[src/rtl/core/binary_conv3x3_xnor_popcount_defines.svh]
// Assertion macros for the binary 3x3 convolution block.
// BCX_ASSERT is disabled while reset is held; BCX_ASSERT_ALWAYS is not.
`ifndef BINARY_CONV3X3_XNOR_POPCOUNT_DEFINES_SVH
`define BINARY_CONV3X3_XNOR_POPCOUNT_DEFINES_SVH
`ifndef SYNTHESIS
`define BCX_ASSERT(lbl, prop, msg) \
    lbl: assert property (@(posedge i_clk) disable iff (!i_rst_n) prop) else $error(msg);
`define BCX_ASSERT_ALWAYS(lbl, prop, msg) \
    lbl: assert property (@(posedge i_clk) prop) else $error(msg);
`else
`define BCX_ASSERT(lbl, prop, msg)
`define BCX_ASSERT_ALWAYS(lbl, prop, msg)
`endif
`endif

[src/rtl/core/bcx_pkg.sv]
package bcx_pkg;

    // Image geometry and filter count
    localparam int IMG_WIDTH   = 24;
    localparam int IMG_HEIGHT  = 24;
    localparam int NUM_FILTERS = 16;
    localparam int IMG_SIZE    = IMG_WIDTH * IMG_HEIGHT;

    // Results released per accepted item while the image is flushed
    localparam int RESULT_CAP = 25;

    // Field widths
    localparam int WIN_W  = 9;
    localparam int THR_W  = 15;
    localparam int FIDX_W = 4;
    localparam int FEAT_W = 16;
    localparam int POS_W  = 10;

    // Filter lanes that can land in the feature word
    localparam int NUM_LANES = (NUM_FILTERS < FEAT_W) ? NUM_FILTERS : FEAT_W;

    // Line store: one column address, upper and lower row bit per entry
    localparam int COL_W  = $clog2(IMG_WIDTH);
    localparam int LINE_W = 2;

    // Opcodes
    localparam logic OP_LOAD  = 1'b0;
    localparam logic OP_PIXEL = 1'b1;

    // Filter entry write, applied where the window is evaluated
    typedef struct packed {
        logic              en;
        logic [FIDX_W-1:0] idx;
        logic [WIN_W-1:0]  weights;
        logic [THR_W-1:0]  thresh;
        logic              pol;
    } t_flt_wr;

endpackage

[src/rtl/core/bcx_line_store.sv]
module bcx_line_store
    import bcx_pkg::*;
(
    input  logic              i_clk,
    input  logic              i_rd_en,
    input  logic [COL_W-1:0]  i_rd_addr,
    output logic [LINE_W-1:0] o_rd_data,
    input  logic              i_wr_en,
    input  logic [COL_W-1:0]  i_wr_addr,
    input  logic [LINE_W-1:0] i_wr_data
);

    // Bit 1: row two above, bit 0: row above
    logic [LINE_W-1:0] r_mem [IMG_WIDTH];
    logic [LINE_W-1:0] r_rd_data;

    // Write back and read, read data held while not enabled
    always_ff @(posedge i_clk) begin
        if (i_wr_en) begin
            r_mem[i_wr_addr] <= i_wr_data;
        end
        if (i_rd_en) begin
            r_rd_data <= r_mem[i_rd_addr];
        end
    end

    assign o_rd_data = r_rd_data;

endmodule

[src/rtl/core/bcx_filter_bank.sv]
module bcx_filter_bank
    import bcx_pkg::*;
(
    input  logic              i_clk,
    input  t_flt_wr           i_wr,
    input  logic [WIN_W-1:0]  i_window,
    output logic [FEAT_W-1:0] o_feature
);

    localparam int CNT_W = $clog2(WIN_W + 1);

    logic [WIN_W-1:0] r_weights [NUM_LANES];
    logic [THR_W-1:0] r_thresh  [NUM_LANES];
    logic             r_pol     [NUM_LANES];

    function automatic logic [CNT_W-1:0] ones(input logic [WIN_W-1:0] v);
        logic [CNT_W-1:0] c;
        c = '0;
        for (int i = 0; i < WIN_W; i++) begin
            c = c + CNT_W'(v[i]);
        end
        return c;
    endfunction

    // Store one filter entry; an index with no lane is dropped
    always_ff @(posedge i_clk) begin
        for (int k = 0; k < NUM_LANES; k++) begin
            if (i_wr.en && (i_wr.idx == FIDX_W'(k))) begin
                r_weights[k] <= i_wr.weights;
                r_thresh[k]  <= i_wr.thresh;
                r_pol[k]     <= i_wr.pol;
            end
        end
    end

    // XNOR, count matches and compare, all lanes in parallel
    always_comb begin
        logic [CNT_W-1:0] cnt;
        o_feature = '0;
        for (int k = 0; k < NUM_LANES; k++) begin
            cnt = ones(~(i_window ^ r_weights[k]));
            if (r_pol[k]) begin
                o_feature[k] = (THR_W'(cnt) >= r_thresh[k]);
            end else begin
                o_feature[k] = (THR_W'(cnt) <= r_thresh[k]);
            end
        end
    end

endmodule

[src/rtl/core/binary_conv3x3_xnor_popcount.sv]
// Binary 3x3 convolution over a raster pixel stream, 16 XNOR/popcount filters
// evaluated in parallel. One input transfer (a filter load or a pixel) is taken
// per cycle; a result passes both stages and the output register after the pixel
// that completes its window, and output back-pressure stalls the pipe only when
// its two stages and the output register are all full. The rate is set by the
// line store, a single-port-per-direction memory that is read for one column per
// pixel and written back from stage one. Results start once a row plus one pixel
// has arrived. A pixel with tlast set, or the last pixel of the image, starts a
// flush of zero pixels that releases up to 25 results at one per cycle, unless
// the pipe stalls, for that transfer and for each later transfer of either kind
// (loads are applied before the batch they precede); input is not taken while a
// batch is still running. Rows left from an earlier image are masked by fill
// tracking, so there is no clearing pass after reset or between images.
`include "binary_conv3x3_xnor_popcount_defines.svh"

module binary_conv3x3_xnor_popcount
    import bcx_pkg::*;
(
    input  logic        i_clk,
    input  logic        i_rst_n,
    input  logic        i_s_axis_tvalid,
    output logic        o_s_axis_tready,
    // [0] pixel, [4:1] filter_index, [13:5] weight_bits, [28:14] threshold,
    // [29] polarity, [31:30] zero
    input  logic [31:0] i_s_axis_tdata,
    // [0] opcode
    input  logic        i_s_axis_tuser,
    input  logic        i_s_axis_tlast,
    output logic        o_m_axis_tvalid,
    input  logic        i_m_axis_tready,
    // [15:0] feature_word, [25:16] position, [31:26] zero
    output logic [31:0] o_m_axis_tdata,
    output logic        o_m_axis_tlast
);

    localparam int PIX_CW  = $clog2(IMG_SIZE + IMG_WIDTH + 1);
    localparam int OUT_CW  = $clog2(IMG_SIZE);
    localparam int ROW_W   = $clog2(IMG_HEIGHT);
    localparam int CRED_W  = $clog2(RESULT_CAP + 1);
    localparam int OUT_PAD = 32 - POS_W - FEAT_W;

    localparam logic [PIX_CW-1:0] EMIT_LAG = PIX_CW'(IMG_WIDTH + 1);

    localparam logic [WIN_W-1:0] KEEP_ALL   = 9'h1FF;
    localparam logic [WIN_W-1:0] CUT_TOP    = 9'h1C0;
    localparam logic [WIN_W-1:0] CUT_BOTTOM = 9'h007;
    localparam logic [WIN_W-1:0] CUT_LEFT   = 9'h124;
    localparam logic [WIN_W-1:0] CUT_RIGHT  = 9'h049;

    // Input fields
    logic             in_op;
    logic             in_pixel;
    logic             in_last;
    t_flt_wr          in_wr;

    assign in_op    = i_s_axis_tuser;
    assign in_pixel = i_s_axis_tdata[0];
    assign in_last  = i_s_axis_tlast;

    // Front counters
    logic [PIX_CW-1:0] r_pix_cnt;
    logic [COL_W-1:0]  r_col;
    logic              r_lo_ok;
    logic              r_up_ok;
    logic [OUT_CW-1:0] r_out_cnt;
    logic [COL_W-1:0]  r_out_col;
    logic [ROW_W-1:0]  r_out_row;
    logic              r_drain;
    logic [CRED_W-1:0] r_credit;

    // Pipeline stages
    logic              r_s1_valid;
    t_flt_wr           r_s1_wr;
    logic              r_s1_pix;
    logic              r_s1_emit;
    logic              r_s1_lo_ok;
    logic              r_s1_up_ok;
    logic [COL_W-1:0]  r_s1_col;
    logic [WIN_W-1:0]  r_s1_keep;
    logic [POS_W-1:0]  r_s1_pos;
    logic              r_s1_last;

    logic [WIN_W-1:0]  r_window;
    logic [WIN_W-1:0]  n_window;

    logic              r_s2_valid;
    t_flt_wr           r_s2_wr;
    logic              r_s2_emit;
    logic [WIN_W-1:0]  r_s2_win;
    logic [POS_W-1:0]  r_s2_pos;
    logic              r_s2_last;

    logic              r_out_valid;
    logic [FEAT_W-1:0] r_out_feat;
    logic [POS_W-1:0]  r_out_pos;
    logic              r_out_last;

    // Handshake and flow
    logic              s_acc;
    logic              batch_busy;
    logic              gen_push;
    logic              in_push;
    logic              front_push;
    logic              front_emit;
    logic              push_pix;
    logic              out_at_end;
    logic              pix_at_end;
    logic [WIN_W-1:0]  keep;
    logic              out_free;
    logic              s2_go;
    logic              s2_free;
    logic              s1_go;
    logic              s1_free;

    logic [LINE_W-1:0] line_rd;
    logic              up_bit;
    logic              lo_bit;
    t_flt_wr           flt_wr;
    logic [FEAT_W-1:0] feature;

    // Stall chain from the output register back to the input
    assign out_free   = !r_out_valid || i_m_axis_tready;
    assign s2_go      = r_s2_valid && (!r_s2_emit || out_free);
    assign s2_free    = !r_s2_valid || s2_go;
    assign s1_go      = r_s1_valid && s2_free;
    assign s1_free    = !r_s1_valid || s2_free;

    // Hold input while a flush batch still has results to release
    assign batch_busy      = r_drain && (r_credit != '0);
    assign o_s_axis_tready = s1_free && !batch_busy;
    assign s_acc           = i_s_axis_tvalid && o_s_axis_tready;
    assign gen_push        = batch_busy && s1_free;
    assign in_push         = s_acc && (in_op == OP_PIXEL) && !r_drain;
    assign front_push      = in_push || gen_push;
    assign push_pix        = gen_push ? 1'b0 : in_pixel;
    assign front_emit      = front_push && (r_pix_cnt >= EMIT_LAG);
    assign out_at_end      = (r_out_cnt == OUT_CW'(IMG_SIZE - 1));
    assign pix_at_end      = (r_pix_cnt >= PIX_CW'(IMG_SIZE - 1));

    // Filter write fields; an item that enters as a pixel carries no write
    assign in_wr    = '{en: !front_push,
                        idx: i_s_axis_tdata[4:1],
                        weights: i_s_axis_tdata[13:5],
                        thresh: i_s_axis_tdata[28:14],
                        pol: i_s_axis_tdata[29]};

    // Zero-padding mask for the position being produced
    always_comb begin
        keep = KEEP_ALL;
        if (r_out_row == '0) begin
            keep = keep & ~CUT_TOP;
        end
        if (r_out_row == ROW_W'(IMG_HEIGHT - 1)) begin
            keep = keep & ~CUT_BOTTOM;
        end
        if (r_out_col == '0) begin
            keep = keep & ~CUT_LEFT;
        end
        if (r_out_col == COL_W'(IMG_WIDTH - 1)) begin
            keep = keep & ~CUT_RIGHT;
        end
    end

    // Advance pixel and position counters, run flush batches
    always_ff @(posedge i_clk) begin
        if (!i_rst_n) begin
            r_pix_cnt <= '0;
            r_col     <= '0;
            r_lo_ok   <= 1'b0;
            r_up_ok   <= 1'b0;
            r_out_cnt <= '0;
            r_out_col <= '0;
            r_out_row <= '0;
            r_drain   <= 1'b0;
            r_credit  <= '0;
        end else begin
            if (s_acc) begin
                r_credit <= CRED_W'(RESULT_CAP) - CRED_W'(front_emit);
            end else if (front_emit) begin
                r_credit <= r_credit - CRED_W'(1);
            end
            if (front_push) begin
                if (front_emit && out_at_end) begin
                    // image done: return to the start of a new image
                    r_pix_cnt <= '0;
                    r_col     <= '0;
                    r_lo_ok   <= 1'b0;
                    r_up_ok   <= 1'b0;
                    r_out_cnt <= '0;
                    r_out_col <= '0;
                    r_out_row <= '0;
                    r_drain   <= 1'b0;
                end else begin
                    r_pix_cnt <= r_pix_cnt + PIX_CW'(1);
                    if (r_col == COL_W'(IMG_WIDTH - 1)) begin
                        r_col   <= '0;
                        r_up_ok <= r_lo_ok;
                        r_lo_ok <= 1'b1;
                    end else begin
                        r_col <= r_col + COL_W'(1);
                    end
                    if (front_emit) begin
                        r_out_cnt <= r_out_cnt + OUT_CW'(1);
                        if (r_out_col == COL_W'(IMG_WIDTH - 1)) begin
                            r_out_col <= '0;
                            r_out_row <= r_out_row + ROW_W'(1);
                        end else begin
                            r_out_col <= r_out_col + COL_W'(1);
                        end
                    end
                    if (in_push && (in_last || pix_at_end)) begin
                        r_drain <= 1'b1;
                    end
                end
            end
        end
    end

    // Line store: read at entry, write back from stage one
    bcx_line_store u_line_store (
        .i_clk     (i_clk),
        .i_rd_en   (front_push),
        .i_rd_addr (r_col),
        .o_rd_data (line_rd),
        .i_wr_en   (s1_go && !r_s1_wr.en),
        .i_wr_addr (r_s1_col),
        .i_wr_data ({lo_bit, r_s1_pix})
    );

    // Drop rows not yet written in this image
    assign up_bit = line_rd[1] & r_s1_up_ok;
    assign lo_bit = line_rd[0] & r_s1_lo_ok;

    // Shift the window by one column
    assign n_window = {r_window[7:6], up_bit, r_window[4:3], lo_bit,
                       r_window[1:0], r_s1_pix};

    // Stage valids, window and output valid
    always_ff @(posedge i_clk) begin
        if (!i_rst_n) begin
            r_s1_valid  <= 1'b0;
            r_s2_valid  <= 1'b0;
            r_out_valid <= 1'b0;
            r_window    <= '0;
        end else begin
            if (s1_free) begin
                r_s1_valid <= front_push || (s_acc && (in_op == OP_LOAD));
            end
            if (s2_free) begin
                r_s2_valid <= r_s1_valid;
            end
            if (s1_go && !r_s1_wr.en) begin
                r_window <= n_window;
            end
            if (out_free) begin
                r_out_valid <= s2_go && r_s2_emit;
            end
        end
    end

    // Stage payloads
    always_ff @(posedge i_clk) begin
        if (s1_free) begin
            r_s1_wr    <= in_wr;
            r_s1_pix   <= push_pix;
            r_s1_emit  <= front_emit;
            r_s1_lo_ok <= r_lo_ok;
            r_s1_up_ok <= r_up_ok;
            r_s1_col   <= r_col;
            r_s1_keep  <= keep;
            r_s1_pos   <= POS_W'(r_out_cnt);
            r_s1_last  <= out_at_end;
        end
        if (s2_free) begin
            r_s2_wr   <= r_s1_wr;
            r_s2_emit <= r_s1_emit;
            r_s2_win  <= n_window & r_s1_keep;
            r_s2_pos  <= r_s1_pos;
            r_s2_last <= r_s1_last;
        end
        if (s2_go && r_s2_emit) begin
            r_out_feat <= feature;
            r_out_pos  <= r_s2_pos;
            r_out_last <= r_s2_last;
        end
    end

    // Filter loads take effect in the evaluation stage, in stream order
    always_comb begin
        flt_wr    = r_s2_wr;
        flt_wr.en = r_s2_valid && r_s2_wr.en;
    end

    bcx_filter_bank u_filter_bank (
        .i_clk     (i_clk),
        .i_wr      (flt_wr),
        .i_window  (r_s2_win),
        .o_feature (feature)
    );

    assign o_m_axis_tvalid = r_out_valid;
    assign o_m_axis_tdata  = {{OUT_PAD{1'b0}}, r_out_pos, r_out_feat};
    assign o_m_axis_tlast  = r_out_last;

    // A result enters exactly one row and one pixel behind the input
    `BCX_ASSERT(a_emit_lag, front_emit |-> (r_pix_cnt - PIX_CW'(r_out_cnt)) == EMIT_LAG, "emit lag")
    // A stalled stage one keeps its line store read data
    `BCX_ASSERT(a_rd_hold, r_s1_valid && !s2_free |=> $stable(line_rd), "line read lost")
    // A flush never runs on an empty image
    `BCX_ASSERT(a_drain_cnt, r_drain |-> r_pix_cnt != '0, "flush without pixels")

endmodule

[config.mk]
export PLATFORM = sky130hd
export DESIGN_NAME = binary_conv3x3_xnor_popcount
export DESIGN_NICKNAME = d
export VERILOG_FILES = /design/src/rtl/core/bcx_pkg.sv /design/src/rtl/core/bcx_line_store.sv /design/src/rtl/core/bcx_filter_bank.sv /design/src/rtl/core/binary_conv3x3_xnor_popcount.sv
export VERILOG_INCLUDE_DIRS = /design/src /design/src/rtl/core
export SDC_FILE = /design/constraint.sdc
export NUM_CORES = 1
export LEC_CHECK = 0
export BUFFER_PORTS_ARGS = -buffer_cell sky130_fd_sc_hd__clkbuf_2
export CAP_MARGIN = 20
export CORE_MARGIN = 3
export CORE_UTILIZATION = 50
export DETAILED_ROUTE_END_ITERATION = 10
export GPL_TIMING_DRIVEN = 1
export PLACE_DENSITY = 0.62
export SETUP_SLACK_MARGIN = 0.15
export SLEW_MARGIN = 20
export SYNTH_ARGS = -nofsm -noshare
export SYNTH_HDL_FRONTEND = slang
export SYNTH_HIERARCHICAL = 1
export SYNTH_SLANG_ARGS = --single-unit
[constraint.sdc]
create_clock -name i_clk -period 5.99 [get_ports i_clk]
set_input_delay 1.198 -clock i_clk [delete_from_list [all_inputs] [get_ports i_clk]]
set_output_delay 1.198 -clock i_clk [all_outputs]
set_load 0.05 [all_outputs]
==> results of run 1 <==
## cells by family after synthesis
kind of cell	share of synthesized area, %
flops	68.0
simple gates	7.65
fa+ha+maj	10.7
xor+xnor	5.69
buf+inv	2.65
compound gates	3.99
mux	1.23
other cells	0.0137
## where the power goes
| part | total (uW) | internal [uW] | switching (uW) |
|---|---|---|---|
| combinational | 450 | 191 | 259 |
| sequential | 4980 | 4890 | 86.6 |
| clock | 4290 | 2650 | 1650 |
| total | 9720 | 7730 | 1990 |
## sequential cells by signal (all words and copies together) (netlist names), 2 cells and up
| signal | flops |
|---|---|
| r_out_col | 5 |
| u_filter_bank/r_weights | 144 |
| r_window | 6 |
| r_s2_pos | 10 |
| u_line_store/r_mem | 48 |
| r_pix_cnt | 10 |
| r_s2_win | 9 |
| u_line_store/o_rd_data | 2 |
| r_s1_col | 5 |
| flt_wr | 29 |
| r_s1_pos | 10 |
| r_out_feat | 16 |
| r_col | 5 |
| r_s1_wr | 30 |
| r_out_row | 5 |
| r_s1_keep | 8 |
| u_filter_bank/r_thresh | 240 |
| r_out_cnt | 10 |
| r_out_pos | 10 |
| r_credit | 5 |
| u_filter_bank/r_pol | 16 |
## area by class of cell
cell class                 count  share of cell area, %
timing repair buffer          91                   1.80
multi-input combinational    933                   26.2
inverter                     116                   1.41
tap                          696                   2.81
clock inverter                32                   1.33
sequential                   638                   60.2
clock buffer                  90                   6.20
## metal layers
metal / routed length (um) / GRT usage [%] / vias up
met5: 0 / 0 / -
met4: 1380 / 5.76 / 0
met3: 2200 / 3.56 / 90
met2: 26300 / 32.5 / 258
met1: 22700 / 25.0 / 7038
li1: - / - / 6545
## layout by cell type, fill, tap and decap left out, types with 11 or more instances in the layout
cell / instances
nand2_1: 45
nor2_2: 11
nor2b_1: 19
xnor2_1: 99
fa_1: 80
o21ai_1: 16
nor3_1: 22
edfxtp_1: 586
clkbuf_2: 64
nor2_1: 94
nand3_1: 24
clkbuf_16: 71
a21oi_1: 43
ha_1: 107
mux2i_1: 21
a21oi_2: 32
o31ai_1: 16
inv_1: 113
o211a_1: 16
dfxtp_1: 52
and2_1: 11
xor2_1: 79
nand2b_1: 19
buf_4: 24
nand4_1: 19
nor4_1: 33
and4_1: 17
clkbuf_1: 12
and3_1: 23
## path summary, 6_finish.rpt
| kind | start | end | cells past startpoint |
|---|---|---|---|
| setup / recovery | r_s2_win[0]$_DFFE_PP_ | r_out_feat[13]$_DFFE_PP_ | 14 |
| hold / removal | r_s1_wr[19]$_DFFE_PP_ | flt_wr[19]$_DFFE_PP_ | 0 |
| setup reg to reg | r_s2_win[0]$_DFFE_PP_ | r_out_feat[13]$_DFFE_PP_ | 14 |
| hold reg to reg | r_s1_wr[19]$_DFFE_PP_ | flt_wr[19]$_DFFE_PP_ | 0 |
## stage by stage
stage / std cells / hold slack (ps) / worst slack, ps
final: 2596 / 415 / 1170
after global routing: 2596 / 419 / 983
after CTS: 2595 / 417 / 1150
after detailed placement: 2473 / 405 / 1200
after global placement: 2471 / 402 / 1310
after floorplan: 1730 / 400 / 1460
## worst max-delay path: stages (launching register included)
cell,delay [ps]
edfxtp_1,350
buf_4,260
xor2_1,200
fa_1,550
inv_1,60
fa_1,510
fa_1,530
fa_1,470
fa_1,400
xor2_1,270
ha_1,310
o21ai_1,180
a21oi_2,60
o31ai_1,280
a21oi_2,120
==> qor.csv, run 1 <==
stage,metric,value,unit
outcome,status,"finished, final reports clean",
timing,Setup Skew,18.7,ps
timing,Final Setup Violations,0,
worst_setup_path,WP data required,6310,ps
worst_setup_path,CP Max Fanout,16,
worst_setup_path,type of the worst setup path,reg -> reg,
timing,Worst slew margin,33.7,%
routing,antenna-violating nets left,0,
cells_and_area,Final Util,57.3,%
global_route,largest net degree at the start of global routing,52,
yosys,Most used DFF post-synth,edfxtp_1,
yosys,post-synth top area share,64.2,%
worst_setup_path,CP startpoint kind,flip-flop,
place,Post-DP HPWL,33.5,mm
routing,WL final,52.6,mm
yosys,Ys Warns,6,
yosys,"Avg Cell Area, Syn",15.9,sq um
yosys,Synth cell types,70,
routing,DR WL/cell,20.3,um
yosys,"area leader, netlist",edfxtp_1,
cts,Post-CTS Resized,0,
cts,clock sinks,638,
cells_and_area,Antenna diodes,0,
timing,Fmax achieved,207,MHz
timing,Final Slew Violations,0,
worst_setup_path,Worst EP arrival,5150,ps
cts,CTS tree,built,
cells_and_area,cell area after layout,31000,sq um
yosys,Post-synth EDFFs,586,
worst_setup_path,crit end category,flip-flop,
power_and_ir_drop,leak pwr,0.0116,uW
job,Max Cap Viol,0,
yosys,synthesized flop and latch total,638,
yosys,Post-Synthesis Cells,1725,
worst_hold_path,worst hold path type,reg -> reg,
yosys,most numerous cell in the Yosys netlist,edfxtp_1,
power_and_ir_drop,Max VDD drop,0.000241,V
global_route,total gr overflow,0,
cts,CTS H-tree depth,3,
cts,Clock Path Buffers,3,
cts,post-CTS setup buffers,0,
yosys,Post-synth ARST share,0,%
cts,Hold Buf Count CTS,0,
cells_and_area,Syn-to-layout area delta,13.0,%
die,Die ar.,57600,sq um
die,die height,240,um
routing,total number of vias,13900,
timing,Worst Tran Pin Value,994,ps
routing,DRC violations left,0,
yosys,most frequent cells after synthesis,"586 x edfxtp_1, 115 x inv_1, 107 x ha_1, 106 x nor2_1, 99 x xnor2_1",
global_route,vias in the first global route,14400,
cells_and_area,final net count,2074,
die,core area,54000,sq um
routing,TritonRoute pass-1 iters,5,
timing,setup TNS,0,ps
cts,Skew-Pair Late Insertion Delay,590,ps
routing,Starting DRT DRC Count,816,
timing,period utilization,80.5,%
die,io pins,73,
power_and_ir_drop,Final Power,9720,uW
cells_and_area,FF+latch area,18600,sq um
global_route,first-pass GRT wire length,82.0,mm
global_route,initial antenna violation count,0,
timing,Tmin final,4820,ps
cts,TritonCTS buffer count,69,
cells_and_area,number of fill cells,4179,
place,Area after DPL,28600,sq um
power_and_ir_drop,power per cell area,314,nW/um^2
place,GPL Wtd Cong,0.767,
yosys,"Seq/Total Area, Yosys",68.0,%
global_route,GR Util All Layers,19.0,%
die,die width,240,um
timing,RSZ-0062 raised after global routing,false,
cts,"Clk pin slew, worst setup/hold paths",60,ps
worst_setup_path,r2r setup slk,1170,ps
cells_and_area,footprint of the multi-input gates,8120,sq um
die,starting density of the core,50.7,%
yosys,synthesized area,27400,sq um
cts,clock root buffer,clkbuf_16,
cells_and_area,share of layout cells above drive strength 1,13.9,%
yosys,synth top area cells,"edfxtp_1 64%, fa_1 5.8%, ha_1 4.9%",
timing,final hold vios,0,
place,number of port buffers,64,
routing,vias per cell,5.37,
die,Rows,85,
(Power assumes the default switching activity.)
==> run 2, diff against run 1 <==
PLACE_DENSITY = 0.65   (was 0.62)
clock period = 4.2 ns   (was 5.99 ns; I/O delays follow)
==> run 2 against run 1 <==
The flow now finishes with violations (setup timing). Via count rose by 1.8%. Final area rose by 1.3%. Hold slack got worse by 7.3 ps. Fmax rose by 9.6%. Clock skew rose by 5.6 ps. Non-clock buffer count rose by 12. Global-route usage rose by 0.69 points. Total power rose by 39%. Cell count rose by 0.27%. Critical endpoint is now r_out_feat[3]$_DFFE_PP_. Highest routed layer unchanged.
==> qor.csv, run 2 (synthesis results as in run 1) <==
stage,metric,value,unit,change
routing,TritonRoute pass-1 iters,5,,unchanged
routing,antenna-violating nets left,0,,unchanged
place,GPL Wtd Cong,0.785,,was 0.767
worst_hold_path,worst hold path type,reg -> reg,,unchanged
cts,Clock Path Buffers,3,,unchanged
cells_and_area,"Most flops, register",u_filter_bank/r_thresh,,unchanged
timing,Worst slew margin,28.2,%,was 33.7%
die,die height,240,um,unchanged
routing,Starting DRT DRC Count,827,,was 816
place,Post-DP HPWL,34.0,mm,was 33.5 mm
cells_and_area,"commonest non-fill, non-tap cells in the layout","586 x edfxtp_1, 112 x inv_1, 101 x ha_1",,"was 586 x edfxtp_1, 113 x inv_1, 107 x ha_1"
cells_and_area,Syn-to-layout area delta,14.5,%,was 13.0%
die,io pins,73,,unchanged
routing,vias per cell,5.45,,was 5.37
outcome,failing checks,setup timing,,
place,placed cells,2476,,was 2473
power_and_ir_drop,Max VDD drop,0.000330,V,was 0.000241 V
timing,period utilization,105,%,was 80.5%
power_and_ir_drop,power per cell area,431,nW/um^2,was 314 nW/um^2
timing,Final Slew Violations,0,,unchanged
timing,Setup Skew,24.3,ps,was 18.7 ps
timing,Worst Tran Pin Value,1080,ps,was 994 ps
routing,DR WL/cell,21.2,um,was 20.3 um
worst_setup_path,WP data required,4550,ps,was 6310 ps
global_route,vias in the first global route,15000,,was 14400
global_route,GRT met1 Usage,26.2,%,was 25.0%
routing,DRC violations left,0,,unchanged
global_route,total gr overflow,0,,unchanged
timing,Worst Slack Setup Final,-202,ps,was 1170 ps
cts,TritonCTS buffer count,66,,was 69
cts,clock sinks,638,,unchanged
global_route,initial antenna violation count,2,,was 0
cts,Skew-Pair Late Insertion Delay,610,ps,was 590 ps
worst_setup_path,Worst EP arrival,4750,ps,was 5150 ps
power_and_ir_drop,leak pwr,0.0115,uW,was 0.0116 uW
global_route,GR peak layer,met2,,unchanged
global_route,met3 track demand over resource,3.23,%,was 3.56%
place,Area after DPL,29000,sq um,was 28600 sq um
cells_and_area,cell area after layout,31400,sq um,was 31000 sq um
cts,clock root buffer,clkbuf_16,,unchanged
cts,CTS tree,built,,unchanged
worst_setup_path,crit end category,flip-flop,,unchanged
cts,CTS H-tree depth,3,,unchanged
timing,Final Setup Violations,16,,was 0
die,starting density of the core,50.7,%,unchanged
cells_and_area,number of fill cells,4132,,was 4179
job,Max Cap Viol,0,,unchanged
cells_and_area,max FFs per register,240,,unchanged
die,core area,54000,sq um,unchanged
timing,Hold Slack,408,ps,was 415 ps
cells_and_area,"commonest non-fill, non-tap cell in the layout",edfxtp_1,,unchanged
global_route,grt met2 use,33.5,%,was 32.5%
timing,Tmin final,4400,ps,was 4820 ps
worst_setup_path,r2r setup slk,-200,ps,was 1170 ps
cells_and_area,share of layout cells above drive strength 1,18.8,%,was 13.9%
global_route,largest net degree at the start of global routing,50,,was 52
die,die width,240,um,unchanged
worst_setup_path,type of the worst setup path,reg -> reg,,unchanged
worst_setup_path,CP startpoint kind,flip-flop,,unchanged
worst_setup_path,CP Max Fanout,14,,was 16
global_route,first-pass GRT wire length,84.7,mm,was 82.0 mm
routing,WL final,55.3,mm,was 52.6 mm
cells_and_area,"Cell Count, Final, Fillers Out",2603,,was 2596
cells_and_area,final net count,2083,,was 2074
place,number of port buffers,64,,unchanged
outcome,status,finished with violations,,"was finished, final reports clean"
routing,total number of vias,14200,,was 13900
die,Rows,85,,unchanged
global_route,GR Util All Layers,19.7,%,was 19.0%
timing,setup TNS,-2190,ps,was 0 ps
timing,final hold vios,0,,unchanged
timing,Fmax achieved,227,MHz,was 207 MHz
cells_and_area,Largest regs,"u_filter_bank/r_thresh x240, u_filter_bank/r_weights x144, u_line_store/r_mem x48",,unchanged
timing,RSZ-0062 raised after global routing,true,,was false
die,Die ar.,57600,sq um,unchanged
cts,"Clk pin slew, worst setup/hold paths",60,ps,about the same
-- run 2: changes by cell type in the layout (fill, tap and decap cells not counted), sizes merged --
| cell | before | now |
|---|---|---|
| buf | 27 | 39 |
| bufinv | 9 | 4 |
| clkbuf | 154 | 152 |
| clkinv | 19 | 21 |
| clkinvlp | 2 | 0 |
| diode | 0 | 1 |
| inv | 118 | 119 |
-- run 2: per-layer routing --
metal  vias to the layer above  wire length (um)
li1                       6559                 -
met1                      7246             24100
met2                       306             27400
met3                        71              2610
met4                         0              1210
met5                         -                 0
-- run 2: worst max-delay path: stages (launching register included) --
cell and delay [ps]:
edfxtp_1 410, buf_12 190, buf_4 150, xor2_2 140
fa_1 470, inv_1 60, fa_1 500, fa_1 440
fa_2 390, fa_2 370, xor2_1 160, ha_1 340
and4_4 220, o31ai_4 240, a21oi_2 70
-- run 2: layout make-up --
| class | count | area (sq um) | share of cell area [%] |
|---|---|---|---|
| diodes | 1 | 2.50 | 0.00798 |
| clock buffers | 88 | 1830 | 5.83 |
| clock inverters | 28 | 275 | 0.878 |
| inverters | 116 | 435 | 1.39 |
| multi-input cells | 933 | 8620 | 27.5 |
| flip-flops and latches | 638 | 18600 | 59.4 |
| well taps | 696 | 871 | 2.78 |
| repair buffers | 103 | 691 | 2.20 |
-- run 2: path summary, 6_finish.rpt --
kind / cells after the start / end / start
max reg2reg: 14 / r_out_feat[3]$_DFFE_PP_ / r_s2_win[0]$_DFFE_PP_
min reg2reg: 0 / r_s2_pos[1]$_DFFE_PP_ / r_s1_pos[1]$_DFFE_PP_
min: 0 / r_s2_pos[1]$_DFFE_PP_ / r_s1_pos[1]$_DFFE_PP_
max: 14 / r_out_feat[3]$_DFFE_PP_ / r_s2_win[0]$_DFFE_PP_
-- run 2: power breakdown --
group          switching [uW]  internal, uW
combinational             405           321
sequential                129          6980
clock                    2370          3320
-- run 2: metrics by stage --
stage | total power [uW] | setup WS, ps | utilization (%)
6_report | 13500 | -202 | 58.0
5_1_grt | 14000 | -299 | 58.0
4_1_cts | 13600 | -199 | 57.7
3_5_place_dp | 7920 | -212 | 53.6
3_3_place_gp | 7880 | -148 | 53.6
2_1_floorplan | 7680 | 0.973 | -
-- run 2: what timing repair did --
item	4_1_cts	5_1_grt
endpoints found under the setup margin	16	16
hold buffers	0	0
pin swaps	1	3
gates cloned	0	0
gates resized for setup	11	27
buffers inserted	5	5
==> run 3, diff against run 2 <==
CORE_MARGIN = unset   (was 3)
==> run 3 against run 2 <==
The flow still finishes with violations (setup timing). Clock power rose by 3%. Fmax is 0.12% lower. Non-clock buffer count up 3. Clock skew is 1.1 ps higher. Largest cell class unchanged. Highest routed layer is now met5.
==> qor.csv, run 3 (synthesis results as in run 1) <==
stage,metric,value,unit,change
die,starting density of the core,50.7,%,unchanged
routing,TritonRoute pass-1 iters,5,,unchanged
cells_and_area,share of layout cells above drive strength 1,19.3,%,was 18.8%
cts,CTS tree,built,,unchanged
cells_and_area,number of fill cells,4091,,was 4132
worst_hold_path,Hold Path Sink,r_s1_wr[8]$_DFFE_PP_,,was r_s2_pos[1]$_DFFE_PP_
timing,Worst Tran Pin Value,1050,ps,was 1080 ps
die,Rows,85,,unchanged
die,io pins,73,,unchanged
power_and_ir_drop,Switching Share,21.7,%,was 21.4%
cells_and_area,Syn-to-layout area delta,15.0,%,was 14.5%
worst_setup_path,r2r setup slk,-210,ps,was -200 ps
cells_and_area,max FFs per register,240,,unchanged
die,Die ar.,55700,sq um,was 57600 sq um
global_route,vias in the first global route,14600,,was 15000
cts,CTS H-tree depth,3,,unchanged
cells_and_area,Largest regs,"u_filter_bank/r_thresh x240, u_filter_bank/r_weights x144, u_line_store/r_mem x48",,unchanged
timing,Final Setup Violations,16,,unchanged
worst_setup_path,CP startpoint kind,flip-flop,,unchanged
worst_setup_path,type of the worst setup path,reg -> reg,,unchanged
die,die width,236,um,was 240 um
die,core area,54000,sq um,unchanged
place,number of port buffers,64,,unchanged
global_route,largest net degree at the start of global routing,43,,was 50
power_and_ir_drop,power per cell area,434,nW/um^2,was 431 nW/um^2
global_route,initial antenna violation count,1,,was 2
worst_setup_path,Worst EP arrival,4750,ps,about the same
cts,clock sinks,638,,unchanged
outcome,status,finished with violations,,unchanged
worst_setup_path,RR Startpoint,r_s2_win[0]$_DFFE_PP_,,unchanged
timing,Worst slew margin,30.0,%,was 28.2%
routing,DRC violations left,0,,unchanged
power_and_ir_drop,Max VDD drop,0.000325,V,was 0.000330 V
timing,Worst Slack Setup Final,-207,ps,was -202 ps
cts,Clock Path Buffers,3,,unchanged
worst_setup_path,R2R depth,15,,was 14
outcome,failing checks,setup timing,,unchanged
power_and_ir_drop,share of total power in combinational logic,5.3,%,was 5.4%
timing,Final Slew Violations,0,,unchanged
timing,Tmin final,4410,ps,was 4400 ps
cells_and_area,"commonest non-fill, non-tap cells in the layout","586 x edfxtp_1, 113 x inv_1, 101 x ha_1",,"was 586 x edfxtp_1, 112 x inv_1, 101 x ha_1"
place,Post-DP HPWL,33.6,mm,was 34.0 mm
place,GPL Wtd Cong,0.759,,was 0.785
cells_and_area,"commonest non-fill, non-tap cell in the layout",edfxtp_1,,unchanged
worst_hold_path,hold depth,1,,was 0
cts,clock root buffer,clkbuf_16,,unchanged
cts,TritonCTS buffer count,67,,was 66
power_and_ir_drop,Int Power,10700,uW,was 10600 uW
cells_and_area,"Most flops, register",u_filter_bank/r_thresh,,unchanged
routing,vias per cell,5.42,,was 5.45
worst_setup_path,WP data required,4550,ps,about the same
timing,period utilization,105,%,about the same
timing,RSZ-0062 raised after global routing,true,,unchanged
timing,Setup Skew,25.4,ps,was 24.3 ps
die,die height,236,um,was 240 um
routing,Starting DRT DRC Count,837,,was 827
worst_hold_path,Hold Crit Start,i_s_axis_tdata[21],,was r_s1_pos[1]$_DFFE_PP_
worst_hold_path,worst hold path type,in -> reg,,was reg -> reg
cts,"Clk pin slew, worst setup/hold paths",60,ps,about the same
global_route,first-pass GRT wire length,82.8,mm,was 84.7 mm
global_route,GR Util All Layers,19.8,%,was 19.7%
global_route,total gr overflow,0,,unchanged
routing,DR WL/cell,20.6,um,was 21.2 um
timing,Fmax achieved,227,MHz,about the same
worst_setup_path,RR Endpoint,r_out_feat[8]$_DFFE_PP_,,was r_out_feat[3]$_DFFE_PP_
routing,antenna-violating nets left,0,,unchanged
routing,WL final,53.8,mm,was 55.3 mm
power_and_ir_drop,leak pwr,0.0115,uW,about the same
cts,Skew-Pair Late Insertion Delay,610,ps,about the same
timing,final hold vios,0,,unchanged
timing,Hold Slack,406,ps,was 408 ps
cells_and_area,final net count,2087,,was 2083
power_and_ir_drop,Seq pwr share,51.9,%,was 52.6%
power_and_ir_drop,Psw,2960,uW,was 2900 uW
timing,setup TNS,-2150,ps,was -2190 ps
worst_setup_path,CP Max Fanout,15,,was 14
routing,total number of vias,14200,,about the same
power_and_ir_drop,clock network power share,42.8,%,was 42.1%
job,Max Cap Viol,0,,unchanged
worst_setup_path,crit end category,flip-flop,,unchanged
==> run 3: stage by stage <==
| step | utilization [%] | setup WS [ps] | total power, uW | instances | cell area (sq um) |
|---|---|---|---|---|---|
| 4_1_cts | 57.9 | -204 | 13800 | 2601 | 31300 |
| 3_5_place_dp | 53.6 | -177 | 7920 | 2477 | 29000 |
| 5_1_grt | 58.3 | -322 | 14200 | 2612 | 31500 |
| 3_3_place_gp | 53.6 | -143 | 7880 | 2476 | 29000 |
| 2_1_floorplan | - | 0.973 | 7680 | 1730 | 27800 |
| 6_report | 58.3 | -207 | 13700 | 2613 | 31500 |
==> run 3: worst max path at each step <==
| stage | startpoint | end | slack, ps | cells past startpoint |
|---|---|---|---|---|
| floorplan | r_s2_win[3]$_DFFE_PP_ | r_out_feat[4]$_DFFE_PP_ | 1 | 14 |
| global placement | r_s2_win[0]$_DFFE_PP_ | r_out_feat[0]$_DFFE_PP_ | -140 | 12 |
| detailed placement | r_s2_win[0]$_DFFE_PP_ | r_out_feat[15]$_DFFE_PP_ | -180 | 13 |
| CTS | r_s2_win[0]$_DFFE_PP_ | r_out_feat[0]$_DFFE_PP_ | -200 | 12 |
| global route | r_s2_win[0]$_DFFE_PP_ | r_out_feat[7]$_DFFE_PP_ | -320 | 15 |
| finish | r_s2_win[0]$_DFFE_PP_ | r_out_feat[8]$_DFFE_PP_ | -210 | 15 |
==> run 3: power groups by stage <==
| stage | Sequential (uW) | Combinational [uW] | Clock, uW |
|---|---|---|---|
| 2_1_floorplan | 7160 | 527 | 0 |
| 3_3_place_gp | 7240 | 644 | 0 |
| 3_5_place_dp | 7240 | 672 | 0 |
| 4_1_cts | 7110 | 694 | 6010 |
| 5_1_grt | 7110 | 817 | 6260 |
| 6_report | 7100 | 721 | 5860 |
==> run 3: repair_timing <==
item                       CTS  global route
gates resized for setup     12            22
setup endpoints to repair   16            16
hold buffers                 0             0
cloned                       0             0
buffers inserted             1            11
pin swaps                    1             3
==> run 3: final cells by class <==
cell class | instances | area (sq um) | area share [%]
multi-input combinational | 933 | 8630 | 27.4
clock buffer | 83 | 1780 | 5.64
clock inverter | 40 | 437 | 1.39
timing repair buffer | 106 | 722 | 2.29
sequential | 638 | 18600 | 59.2
inverter | 116 | 435 | 1.38
antenna | 1 | 2.50 | 0.00794
tap | 696 | 871 | 2.76
==> run 3: routing by layer <==
| metal | global-route usage (%) | vias to the layer above | wire, um |
|---|---|---|---|
| met1 | 25.7 | 7226 | 23200 |
| li1 | - | 6568 | - |
| met4 | 6.62 | 2 | 1130 |
| met2 | 33.6 | 287 | 26900 |
| met3 | 3.66 | 79 | 2500 |
| met5 | 0 | - | 18 |
==> run 3: worst max-delay path: stages (launching register included) <==
cell and delay (ps):
edfxtp_1 410, buf_12 190, buf_4 150, xor2_2 140, fa_1 540, inv_1 50
fa_1 500, fa_1 440, fa_2 390, fa_2 370, xor2_1 160, ha_1 330
o21ai_2 150, a21oi_2 50, o31ai_2 200, a21oi_2 70
